File: src/rtl/ads_pkg.sv
package ads_pkg;

    // Q1.15 unity gain
    localparam logic [15:0] UNITY = 16'h8000;

    localparam int unsigned TIMER_BITS_DEF = 16;
    localparam logic [15:0] FADE_RESET     = 16'd1000;
    localparam logic [7:0]  EFFECT_RESET   = 8'd0;

    // request opcodes
    localparam logic [1:0] OP_TICK  = 2'd0;
    localparam logic [1:0] OP_START = 2'd1;
    localparam logic [1:0] OP_STOP  = 2'd2;

    // sequence phases as reported
    localparam logic [2:0] PH_IDLE      = 3'd0;
    localparam logic [2:0] PH_DUCK_IN   = 3'd1;
    localparam logic [2:0] PH_FX_BEFORE = 3'd2;
    localparam logic [2:0] PH_VOICE     = 3'd3;
    localparam logic [2:0] PH_FX_AFTER  = 3'd4;
    localparam logic [2:0] PH_DUCK_OUT  = 3'd5;

    // configuration register indexes
    localparam logic CFG_FADE   = 1'b0;
    localparam logic CFG_EFFECT = 1'b1;

    typedef struct packed {
        logic        start;
        logic [31:0] dividend;
        logic [15:0] divisor;
    } t_div_req;

    typedef struct packed {
        logic        done;
        logic [15:0] quot;
    } t_div_rsp;

endpackage

File: src/rtl/ads_if.sv
interface ads_req_if;
    logic        valid;
    logic        ready;
    logic [1:0]  op;
    logic [9:0]  delta_ms;
    logic [7:0]  clip_id;
    logic [15:0] duck_level;
    logic        effect_before;
    logic        effect_after;
    logic        clip_loaded;
    logic        effect_busy;
    logic        voice_busy;

    modport source (output valid, op, delta_ms, clip_id, duck_level, effect_before,
                    effect_after, clip_loaded, effect_busy, voice_busy, input ready);
    modport sink   (input valid, op, delta_ms, clip_id, duck_level, effect_before,
                    effect_after, clip_loaded, effect_busy, voice_busy, output ready);
endinterface

interface ads_res_if;
    logic        valid;
    logic        ready;
    logic [15:0] gain;
    logic        play_effect;
    logic        play_voice;
    logic [7:0]  clip_out;
    logic        stop_all;
    logic [2:0]  phase;
    logic        start_rejected;

    modport source (output valid, gain, play_effect, play_voice, clip_out, stop_all,
                    phase, start_rejected, input ready);
    modport sink   (input valid, gain, play_effect, play_voice, clip_out, stop_all,
                    phase, start_rejected, output ready);
endinterface

File: src/rtl/announcement_duck_sequencer_unit.sv
// Announcement ducking sequencer.
// i_req carries one request per handshake (tick, start or stop); o_res returns
// exactly one result per request: gain, play/stop pulses, clip and phase.
// Config: i_cfg_we/i_cfg_idx/i_cfg_data write fade_ms (0) and effect_clip (1);
// write only while no request is in flight.
// Sequence: start, stop, unused opcodes and non-ramp ticks go from accept
// through the emit state into the output register. A ramp tick
// (duck-in/duck-out with nonzero fade) takes these steps after accept: timer
// update, d * timer product, divider load, 16 restoring divider steps for the
// 1/F scaling, gain writeback, output register.
// Flow: one request at a time; i_req.ready is high only when the
// sequencer is idle, so the next request is taken only once the previous
// result has moved into the output register.
// Result holds in an output register; the next request is accepted while
// it waits. If o_res.ready stays low, the next result waits in the
// sequencer until the register frees, and no further request is taken.
// Reset (sync, active low): idle phase, unity gain, timer and held
// clip/level cleared, fade_ms 1000, effect_clip 0, no result pending.
module announcement_duck_sequencer_unit #(
    parameter int unsigned TIMER_BITS = ads_pkg::TIMER_BITS_DEF
) (
    input  logic        i_clk,
    input  logic        i_rst_n,
    ads_req_if.sink     i_req,
    ads_res_if.source   o_res,
    input  logic        i_cfg_we,
    input  logic        i_cfg_idx,
    input  logic [15:0] i_cfg_data
);

    typedef enum logic [2:0] {
        S_IDLE,
        S_MUL,
        S_DIVGO,
        S_DIV,
        S_EMIT
    } t_state;

    // largest timer value, for saturating the fade length
    localparam logic [32:0] TMAX = (33'd1 << TIMER_BITS) - 33'd1;

    t_state r_state;

    // configuration
    logic [15:0] r_fade;
    logic [7:0]  r_effect_clip;

    // sequence state
    logic [2:0]            r_phase;
    logic [TIMER_BITS-1:0] r_timer;
    logic [15:0]           r_held_duck;
    logic [15:0]           r_gain;
    logic [7:0]            r_held_clip;
    logic                  r_want_before;
    logic                  r_want_after;

    // ramp in flight
    logic        r_ramp_up;
    logic [31:0] r_prod;

    // pending result pulses, captured at accept
    logic       r_res_fx;
    logic       r_res_voice;
    logic [7:0] r_res_clip;
    logic       r_res_stop;
    logic       r_res_rej;

    logic       n_res_fx;
    logic       n_res_voice;
    logic [7:0] n_res_clip;
    logic       n_res_stop;
    logic       n_res_rej;

    // output register
    logic        r_out_valid;
    logic [15:0] r_out_gain;
    logic        r_out_fx;
    logic        r_out_voice;
    logic [7:0]  r_out_clip;
    logic        r_out_stop;
    logic [2:0]  r_out_phase;
    logic        r_out_rej;

    logic [15:0] w_f;
    logic [15:0] w_d;
    logic [16:0] w_sum;
    logic [15:0] w_newt;
    logic        w_f_zero;
    logic        w_ramp_done;
    logic [15:0] w_t16;
    logic [31:0] w_prod;
    logic [15:0] w_duck_sat;
    logic        w_accept;
    logic        w_ramp_tick;
    logic        w_emit;

    ads_pkg::t_div_req w_div_req;
    ads_pkg::t_div_rsp w_div_rsp;

    // effective fade: fade_ms clipped to what the timer holds
    assign w_f      = ({17'd0, r_fade} > TMAX) ? TMAX[15:0] : r_fade;
    assign w_f_zero = (w_f == 16'd0);
    // distance between unity and the duck level
    assign w_d      = ads_pkg::UNITY - r_held_duck;
    // timer never exceeds F, so 16 bits carry its value
    assign w_t16    = 16'(r_timer);
    assign w_sum    = {1'b0, w_t16} + {7'd0, i_req.delta_ms};
    assign w_newt   = (w_sum > {1'b0, w_f}) ? w_f : w_sum[15:0];
    assign w_ramp_done = w_f_zero || (w_newt == w_f);
    assign w_prod   = {16'd0, w_d} * {16'd0, w_t16};
    assign w_duck_sat = (i_req.duck_level > ads_pkg::UNITY) ? ads_pkg::UNITY
                                                             : i_req.duck_level;

    assign i_req.ready = (r_state == S_IDLE);
    assign w_accept    = i_req.valid && (r_state == S_IDLE);
    // tick in a ramp phase: goes through the divider unless the fade is zero
    assign w_ramp_tick = (i_req.op == ads_pkg::OP_TICK) &&
                         ((r_phase == ads_pkg::PH_DUCK_IN) ||
                          (r_phase == ads_pkg::PH_DUCK_OUT));
    // result moves into the output register this cycle
    assign w_emit      = (r_state == S_EMIT) && (!r_out_valid || o_res.ready);

    // result pulses for the request being accepted
    always_comb begin
        n_res_fx    = 1'b0;
        n_res_voice = 1'b0;
        n_res_clip  = '0;
        n_res_stop  = 1'b0;
        n_res_rej   = 1'b0;
        case (i_req.op)
            ads_pkg::OP_START: begin
                n_res_stop = 1'b1;
                n_res_rej  = !i_req.clip_loaded;
            end
            ads_pkg::OP_STOP: begin
                n_res_stop = 1'b1;
            end
            ads_pkg::OP_TICK: begin
                case (r_phase)
                    ads_pkg::PH_DUCK_IN: begin
                        if (w_ramp_done) begin
                            if (r_want_before) begin
                                n_res_fx   = 1'b1;
                                n_res_clip = r_effect_clip;
                            end else begin
                                n_res_voice = 1'b1;
                                n_res_clip  = r_held_clip;
                            end
                        end
                    end
                    ads_pkg::PH_FX_BEFORE: begin
                        if (!i_req.effect_busy) begin
                            n_res_voice = 1'b1;
                            n_res_clip  = r_held_clip;
                        end
                    end
                    ads_pkg::PH_VOICE: begin
                        if (!i_req.voice_busy && r_want_after) begin
                            n_res_fx   = 1'b1;
                            n_res_clip = r_effect_clip;
                        end
                    end
                    default: ;
                endcase
            end
            default: ;
        endcase
    end

    assign w_div_req.start    = (r_state == S_DIVGO);
    assign w_div_req.dividend = r_prod;
    assign w_div_req.divisor  = w_f;

    ads_div u_div (
        .i_clk   (i_clk),
        .i_rst_n (i_rst_n),
        .i_req   (w_div_req),
        .o_rsp   (w_div_rsp)
    );

    always_ff @(posedge i_clk) begin
        if (!i_rst_n) begin
            r_state       <= S_IDLE;
            r_fade        <= ads_pkg::FADE_RESET;
            r_effect_clip <= ads_pkg::EFFECT_RESET;
            r_phase       <= ads_pkg::PH_IDLE;
            r_timer       <= '0;
            r_held_duck   <= '0;
            r_gain        <= ads_pkg::UNITY;
            r_held_clip   <= '0;
            r_want_before <= 1'b0;
            r_want_after  <= 1'b0;
            r_ramp_up     <= 1'b0;
            r_out_valid   <= 1'b0;
        end else begin
            if (i_cfg_we) begin
                case (i_cfg_idx)
                    ads_pkg::CFG_FADE:   r_fade        <= i_cfg_data;
                    ads_pkg::CFG_EFFECT: r_effect_clip <= i_cfg_data[7:0];
                    default: ;
                endcase
            end

            if (r_out_valid && o_res.ready && !w_emit) begin
                r_out_valid <= 1'b0;
            end

            case (r_state)
                S_IDLE: begin
                    if (w_accept) begin
                        r_res_fx    <= n_res_fx;
                        r_res_voice <= n_res_voice;
                        r_res_clip  <= n_res_clip;
                        r_res_stop  <= n_res_stop;
                        r_res_rej   <= n_res_rej;
                        r_state     <= (w_ramp_tick && !w_f_zero) ? S_MUL : S_EMIT;
                        case (i_req.op)
                            ads_pkg::OP_START: begin
                                r_timer    <= '0;
                                r_gain     <= ads_pkg::UNITY;
                                if (!i_req.clip_loaded) begin
                                    r_phase     <= ads_pkg::PH_IDLE;
                                    r_held_clip <= '0;
                                end else begin
                                    r_held_clip   <= i_req.clip_id;
                                    r_held_duck   <= w_duck_sat;
                                    r_want_before <= i_req.effect_before;
                                    r_want_after  <= i_req.effect_after;
                                    r_phase       <= ads_pkg::PH_DUCK_IN;
                                end
                            end
                            ads_pkg::OP_STOP: begin
                                r_phase     <= ads_pkg::PH_IDLE;
                                r_timer     <= '0;
                                r_gain      <= ads_pkg::UNITY;
                                r_held_clip <= '0;
                            end
                            ads_pkg::OP_TICK: begin
                                case (r_phase)
                                    ads_pkg::PH_DUCK_IN, ads_pkg::PH_DUCK_OUT: begin
                                        r_ramp_up <= (r_phase == ads_pkg::PH_DUCK_OUT);
                                        if (w_f_zero) begin
                                            // zero fade: jump to the ramp target
                                            r_timer <= '0;
                                            r_gain  <= (r_phase == ads_pkg::PH_DUCK_IN)
                                                       ? r_held_duck : ads_pkg::UNITY;
                                        end else begin
                                            r_timer <= TIMER_BITS'(w_newt);
                                        end
                                        if (w_ramp_done) begin
                                            if (r_phase == ads_pkg::PH_DUCK_OUT) begin
                                                r_phase <= ads_pkg::PH_IDLE;
                                            end else if (r_want_before) begin
                                                r_phase <= ads_pkg::PH_FX_BEFORE;
                                            end else begin
                                                r_phase <= ads_pkg::PH_VOICE;
                                            end
                                        end
                                    end
                                    ads_pkg::PH_FX_BEFORE: begin
                                        if (!i_req.effect_busy) begin
                                            r_phase <= ads_pkg::PH_VOICE;
                                        end
                                    end
                                    ads_pkg::PH_VOICE: begin
                                        if (!i_req.voice_busy) begin
                                            if (r_want_after) begin
                                                r_phase <= ads_pkg::PH_FX_AFTER;
                                            end else begin
                                                r_timer <= '0;
                                                r_phase <= ads_pkg::PH_DUCK_OUT;
                                            end
                                        end
                                    end
                                    ads_pkg::PH_FX_AFTER: begin
                                        if (!i_req.effect_busy) begin
                                            r_timer <= '0;
                                            r_phase <= ads_pkg::PH_DUCK_OUT;
                                        end
                                    end
                                    default: ;
                                endcase
                            end
                            default: ;
                        endcase
                    end
                end
                S_MUL: begin
                    r_prod  <= w_prod;
                    r_state <= S_DIVGO;
                end
                S_DIVGO: begin
                    r_state <= S_DIV;
                end
                S_DIV: begin
                    if (w_div_rsp.done) begin
                        r_gain  <= r_ramp_up ? (r_held_duck + w_div_rsp.quot)
                                             : (ads_pkg::UNITY - w_div_rsp.quot);
                        r_state <= S_EMIT;
                    end
                end
                S_EMIT: begin
                    if (w_emit) begin
                        r_out_valid <= 1'b1;
                        r_out_gain  <= r_gain;
                        r_out_fx    <= r_res_fx;
                        r_out_voice <= r_res_voice;
                        r_out_clip  <= r_res_clip;
                        r_out_stop  <= r_res_stop;
                        r_out_phase <= r_phase;
                        r_out_rej   <= r_res_rej;
                        r_state     <= S_IDLE;
                    end
                end
                default: r_state <= S_IDLE;
            endcase
        end
    end

    assign o_res.valid          = r_out_valid;
    assign o_res.gain           = r_out_gain;
    assign o_res.play_effect    = r_out_fx;
    assign o_res.play_voice     = r_out_voice;
    assign o_res.clip_out       = r_out_clip;
    assign o_res.stop_all       = r_out_stop;
    assign o_res.phase          = r_out_phase;
    assign o_res.start_rejected = r_out_rej;

endmodule

File: src/rtl/ads_div.sv
// Restoring divider, one quotient bit per cycle. Dividend must be below divisor * 2^16.
module ads_div (
    input  logic             i_clk,
    input  logic             i_rst_n,
    input  ads_pkg::t_div_req i_req,
    output ads_pkg::t_div_rsp o_rsp
);

    logic        r_busy;
    logic        r_done;
    logic [3:0]  r_cnt;
    logic [15:0] r_rem;
    logic [15:0] r_low;
    logic [15:0] r_dvs;

    logic [16:0] w_shift;
    logic        w_ge;
    logic [16:0] w_diff;

    assign w_shift = {r_rem, r_low[15]};
    assign w_ge    = (w_shift >= {1'b0, r_dvs});
    assign w_diff  = w_shift - {1'b0, r_dvs};

    always_ff @(posedge i_clk) begin
        if (!i_rst_n) begin
            r_busy <= 1'b0;
            r_done <= 1'b0;
            r_cnt  <= '0;
        end else begin
            r_done <= 1'b0;
            if (i_req.start) begin
                r_busy <= 1'b1;
                r_cnt  <= 4'd15;
                r_rem  <= i_req.dividend[31:16];
                r_low  <= i_req.dividend[15:0];
                r_dvs  <= i_req.divisor;
            end else if (r_busy) begin
                r_rem <= w_ge ? w_diff[15:0] : w_shift[15:0];
                r_low <= {r_low[14:0], w_ge};
                r_cnt <= r_cnt - 4'd1;
                if (r_cnt == 4'd0) begin
                    r_busy <= 1'b0;
                    r_done <= 1'b1;
                end
            end
        end
    end

    assign o_rsp.done = r_done;
    assign o_rsp.quot = r_low;

endmodule
File: src/flat_wrapper.sv
// flat-port wrapper written by rule: the top's interface ports become plain ports
module announcement_duck_sequencer_unit_flat 
#(
    parameter int unsigned TIMER_BITS = ads_pkg::TIMER_BITS_DEF
)
  (i_clk, i_rst_n, i_cfg_we, i_cfg_idx, i_cfg_data, i_req_valid, i_req_op, i_req_delta_ms, i_req_clip_id, i_req_duck_level, i_req_effect_before, i_req_effect_after, i_req_clip_loaded, i_req_effect_busy, i_req_voice_busy, i_req_ready, o_res_valid, o_res_gain, o_res_play_effect, o_res_play_voice, o_res_clip_out, o_res_stop_all, o_res_phase, o_res_start_rejected, o_res_ready);
  ads_req_if i_req_i ();
  ads_res_if o_res_i ();
  input  logic i_clk;
  input  logic i_rst_n;
  input  logic i_cfg_we;
  input  logic i_cfg_idx;
  input  logic [15:0] i_cfg_data;
  input wire logic [$bits(i_req_i.valid)-1:0] i_req_valid;
  input wire logic [$bits(i_req_i.op)-1:0] i_req_op;
  input wire logic [$bits(i_req_i.delta_ms)-1:0] i_req_delta_ms;
  input wire logic [$bits(i_req_i.clip_id)-1:0] i_req_clip_id;
  input wire logic [$bits(i_req_i.duck_level)-1:0] i_req_duck_level;
  input wire logic [$bits(i_req_i.effect_before)-1:0] i_req_effect_before;
  input wire logic [$bits(i_req_i.effect_after)-1:0] i_req_effect_after;
  input wire logic [$bits(i_req_i.clip_loaded)-1:0] i_req_clip_loaded;
  input wire logic [$bits(i_req_i.effect_busy)-1:0] i_req_effect_busy;
  input wire logic [$bits(i_req_i.voice_busy)-1:0] i_req_voice_busy;
  output wire logic [$bits(i_req_i.ready)-1:0] i_req_ready;
  output wire logic [$bits(o_res_i.valid)-1:0] o_res_valid;
  output wire logic [$bits(o_res_i.gain)-1:0] o_res_gain;
  output wire logic [$bits(o_res_i.play_effect)-1:0] o_res_play_effect;
  output wire logic [$bits(o_res_i.play_voice)-1:0] o_res_play_voice;
  output wire logic [$bits(o_res_i.clip_out)-1:0] o_res_clip_out;
  output wire logic [$bits(o_res_i.stop_all)-1:0] o_res_stop_all;
  output wire logic [$bits(o_res_i.phase)-1:0] o_res_phase;
  output wire logic [$bits(o_res_i.start_rejected)-1:0] o_res_start_rejected;
  input wire logic [$bits(o_res_i.ready)-1:0] o_res_ready;
  assign i_req_i.valid = i_req_valid;
  assign i_req_i.op = i_req_op;
  assign i_req_i.delta_ms = i_req_delta_ms;
  assign i_req_i.clip_id = i_req_clip_id;
  assign i_req_i.duck_level = i_req_duck_level;
  assign i_req_i.effect_before = i_req_effect_before;
  assign i_req_i.effect_after = i_req_effect_after;
  assign i_req_i.clip_loaded = i_req_clip_loaded;
  assign i_req_i.effect_busy = i_req_effect_busy;
  assign i_req_i.voice_busy = i_req_voice_busy;
  assign i_req_ready = i_req_i.ready;
  assign o_res_valid = o_res_i.valid;
  assign o_res_gain = o_res_i.gain;
  assign o_res_play_effect = o_res_i.play_effect;
  assign o_res_play_voice = o_res_i.play_voice;
  assign o_res_clip_out = o_res_i.clip_out;
  assign o_res_stop_all = o_res_i.stop_all;
  assign o_res_phase = o_res_i.phase;
  assign o_res_start_rejected = o_res_i.start_rejected;
  assign o_res_i.ready = o_res_ready;
  announcement_duck_sequencer_unit #(.TIMER_BITS(TIMER_BITS)) u_core (.i_clk(i_clk), .i_rst_n(i_rst_n), .i_req(i_req_i), .o_res(o_res_i), .i_cfg_we(i_cfg_we), .i_cfg_idx(i_cfg_idx), .i_cfg_data(i_cfg_data));
endmodule
File: config.mk
export PLATFORM = sky130hd
export DESIGN_NAME = announcement_duck_sequencer_unit_flat
export DESIGN_NICKNAME = d
export VERILOG_FILES = /design/src/rtl/ads_pkg.sv /design/src/rtl/ads_if.sv /design/src/rtl/announcement_duck_sequencer_unit.sv /design/src/rtl/ads_div.sv /design/src/flat_wrapper.sv
export SDC_FILE = /design/constraint.sdc
export NUM_CORES = 1
export LEC_CHECK = 0
export ABC_AREA = 1
export BUFFER_PORTS_ARGS = -buffer_cell sky130_fd_sc_hd__buf_2
export CORE_MARGIN = 1.5
export CORE_UTILIZATION = 30
export CTS_CLUSTER_DIAMETER = 50
export DETAILED_ROUTE_END_ITERATION = 6
export PLACE_DENSITY = 0.47
export REMOVE_ABC_BUFFERS = 1
export SLEW_MARGIN = 20
export SYNTH_ARGS = -nofsm -noshare
export SYNTH_HDL_FRONTEND = slang
export SYNTH_SLANG_ARGS = --single-unit
File: constraint.sdc
create_clock -name i_clk -period 9.8 [get_ports i_clk]
set_input_delay 1.96 -clock i_clk [delete_from_list [all_inputs] [get_ports i_clk]]
set_output_delay 1.96 -clock i_clk [all_outputs]
set_load 0.02 [all_outputs]
==> impl_metrics.py <==
metrics = {
    "clock_tree": {
        "cts_sinks": 219,
        "cts_setup_buffers": 0,
        "clk_latency_ns": 0.58,
        "htreeDepth": 1,
        "clk_path_buf_depth": 3,
        "cts_hold_repair.buffers": 0,
        "cts_buffers": 29,
        "clk_pin_slew_worst_paths_ns": 0.06,
        "cts_tree": "yes",
        "root_buffer": "clkbuf_16",
        "postCtsResizedCells": 0,
    },
    "sta": {
        "report.final.slew_viol_count": 0,
        "clock_skew_ns": 0.0179,
        "fin_tns_setup_ns": 0,
        "finalHoldViolCount": 0,
        "slew_headroom_pct": 22.2,
        "finalSetupViolCount": 0,
        "max_slew.worst_pin.slew_ns": 1.16,
        "rsz0062_at_grt": "no",
        "finalCriticalPeriod_ns": 7.76,
        "fmax_mhz": 129,
        "fin_crit_sh_pct": 79.1,
    },
    "logic_synthesis": {
        "synthesis.area_sq_um": 20100,
        "yosys.area.top_type_share_pct": 19.6,
        "async_flop_share_pct": 0,
        "synth_ff_type": "edfxtp_1",
        "synth_cells": 2423,
        "ys.warnings.count": 0,
        "synth_area_per_cell_sq_um": 8.29,
        "yosys.area.top_type": "fa_1",
        "synth_edf_count": 123,
        "synth.area.top_cells": "fa_1, edfxtp_1, ha_1",
        "yosysSeqAreaShare_pct": 28.0,
        "synth_seq_cells": 219,
        "ys_types": 53,
    },
    "global_route": {
        "antenna_found_initial": 0,
        "grt-ovfl-total": 0,
        "grt_pass1_vias": 16300,
        "grt_pass1_wl_um": 93000,
        "grtUsageTotal_pct": 17.5,
        "grt_max_degree": 65,
    },
    "die": {
        "dieArea_sq_um": 68500,
        "core-area_sq_um": 66000,
        "die_height_um": 262,
        "ios": 96,
        "start_util_pct": 30.4,
        "rows": 94,
        "die_w_um": 262,
    },
    "finish": {
        "fin_nets": 2915,
        "seq_area_sq_um": 5620,
        "fin_util_pct": 34.0,
        "fillers": 6933,
        "layout-drive-gt1-share_pct": 7.53,
        "multi_input_area_sq_um": 12500,
        "area_growth_pct": 11.7,
        "antenna_cells": 0,
    },
    "status": {
        "status": "finished with violations",
        "violations": "design-rule violations",
    },
    "worst_setup_path": {
        "cp.arrival_ns": 8.07,
        "slowest_delay_ns": 0.55,
        "cp.required_ns": 10.11,
        "start_kind": "flip-flop",
        "critical_path_class": "reg -> reg",
        "slowest_stage": "fa_1",
        "crit_path_max_fanout": 10,
        "end_kind": "flip-flop",
    },
    "drt": {
        "drt_wl_total_um": 60100,
        "wl_per_cell_um": 17.8,
        "drt_pass1_iterations": 7,
        "drt_iter0_drc": 1067,
        "vias": 16600,
        "drc_errors": 7,
        "final_antenna_net_count": 0,
        "viasPerCell": 4.91,
    },
    "placed_design": {
        "gp_congestion": 0.890,
        "dp_hpwl_um": 48800,
        "portBuffers": 95,
    },
    "pwr": {
        "p_switching_mw": 0.807,
        "power.share.clock_pct": 41.4,
        "power.density_nw_per_um2": 114,
        "swShare_pct": 31.5,
        "internal_power_mw": 1.75,
        "pwr-share-seq_pct": 40.4,
        "p_leak_nw": 10.5,
        "pwr-share-comb_pct": 18.2,
        "ir_drop_mv": 0.136,
    },
    "hold_path": {
        "hp-class": "reg -> reg",
    },
    "run": {
        "drv_cap": 0,
    },
}
-- critical path, delay by kind of cell, from the launching register on --
kind	cells	cell delay (ns)
AOI/OAI and AO/OA	2	0.48
xor gates and xnor gates	1	0.11
adders and majority gates	7	3.36
buffers and inverters	4	0.46
DFF	1	0.35
and+or+nand+nor	16	2.71
-- cells in the mapped netlist (all sizes together) (2+ instances only) --
library cell	n
a211oi	22
a21boi	8
a21o	8
a21oi	173
a221oi	3
a22oi	8
a311oi	2
a31oi	12
buf	17
clkbuf	65
clkinv	5
dfxtp	96
edfxtp	123
fa	197
ha	168
inv	426
nand2	465
nand3	56
nand3b	3
nand4	52
nor2	213
nor3	18
nor4	8
o2111ai	2
o211ai	29
o21a	2
o21ai	157
o21bai	5
o311ai	3
or2	5
xnor2	26
xor2	38
-- final cells by class --
class | count | area share (%)
multi-input combinational | 1691 | 55.9
sequential | 219 | 25.0
inverter | 431 | 7.21
tap | 864 | 4.82
clock buffer | 34 | 3.36
timing repair buffer | 115 | 2.79
clock inverter | 20 | 0.914
-- metal layers --
layer	wire length (um)	GRT usage, %	up-vias
li1	-	-	8008
met1	27300	24.2	7989
met2	27800	28.8	465
met3	3110	1.77	92
met4	1890	5.49	0
met5	0	0	-
-- worst paths after layout --
kind         slack [ns]  depth (start not counted)                        to                  start
max                2.04                         30         u_core.r_prod[30]  u_core.r_held_duck[1]
min reg2reg        0.42                          0  u_core.o_res.clip_out[7]   u_core.r_res_clip[7]
min                0.42                          0  u_core.o_res.clip_out[7]   u_core.r_res_clip[7]
max reg2reg        2.04                         30         u_core.r_prod[30]  u_core.r_held_duck[1]
-- registers in the layout (all words and copies together) (netlist names), 4 cells and up --
name                   flops
u_core.r_effect_clip       8
u_core.r_held_duck        16
u_core.r_prod             32
u_core.r_gain             16
u_core.o_res.clip_out      8
u_core.o_res.gain         16
u_core.u_div.r_low        16
u_core.u_div.r_dvs        16
u_core.r_timer            16
u_core.r_fade             16
u_core.u_div.r_rem        16
u_core.r_res_clip          8
u_core.u_div.r_cnt         4
u_core.r_held_clip         8
-- power by group through the flow --
| stage | clock network [mW] | registers [mW] | logic, mW |
|---|---|---|---|
| after global placement | 0 | 1.05 | 0.453 |
| after CTS | 1.09 | 1.03 | 0.464 |
| after floorplan | 0 | 1.05 | 0.290 |
| after detailed placement | 0 | 1.05 | 0.461 |
| after global routing | 1.12 | 1.04 | 0.523 |
| final | 1.06 | 1.03 | 0.467 |
-- cell usage in the layout, fill, tap and decap left out, types with 5 or more instances in the layout --
cell,n
nor2_1,208
a211oi_1,22
nand3_1,56
buf_2,95
a31oi_1,12
or2_2,5
o21bai_1,5
o21ai_0,151
a22oi_1,8
a21oi_1,172
clkbuf_16,29
dfxtp_1,96
xnor2_1,26
inv_1,424
nand2_1,461
nor3_1,13
xor2_1,38
buf_4,20
nor4_1,8
a21o_1,8
clkinv_1,8
edfxtp_1,123
nand4_1,51
ha_1,168
o211ai_1,29
nor2_2,5
fa_1,197
-- cells by family (layout without fill, tap and decap cells) --
family | after synthesis | after routing | synth area share, %
simple gates | 823 | 823 | 17.0
xor+xnor | 64 | 64 | 2.79
fa+ha+maj | 365 | 365 | 30.1
buf+inv | 513 | 600 | 9.74
compound gates | 439 | 439 | 12.4
flops | 219 | 219 | 28.0
-- through the flow --
step                      area, sq um  worst slack, ns  std cells  hold WS (ns)  total power [mW]
after global routing            22400             1.50       3374         0.427              2.68
after detailed placement        21500             2.12       3320         0.405              1.51
final                           22400             2.04       3374         0.419              2.56
after CTS                       22400             2.09       3374         0.421              2.58
after global placement          21500             2.24       3320         0.402              1.51
after floorplan                 19700             2.91       2341         0.400              1.34
No activity file was read; power rests on OpenSTA's default activity.
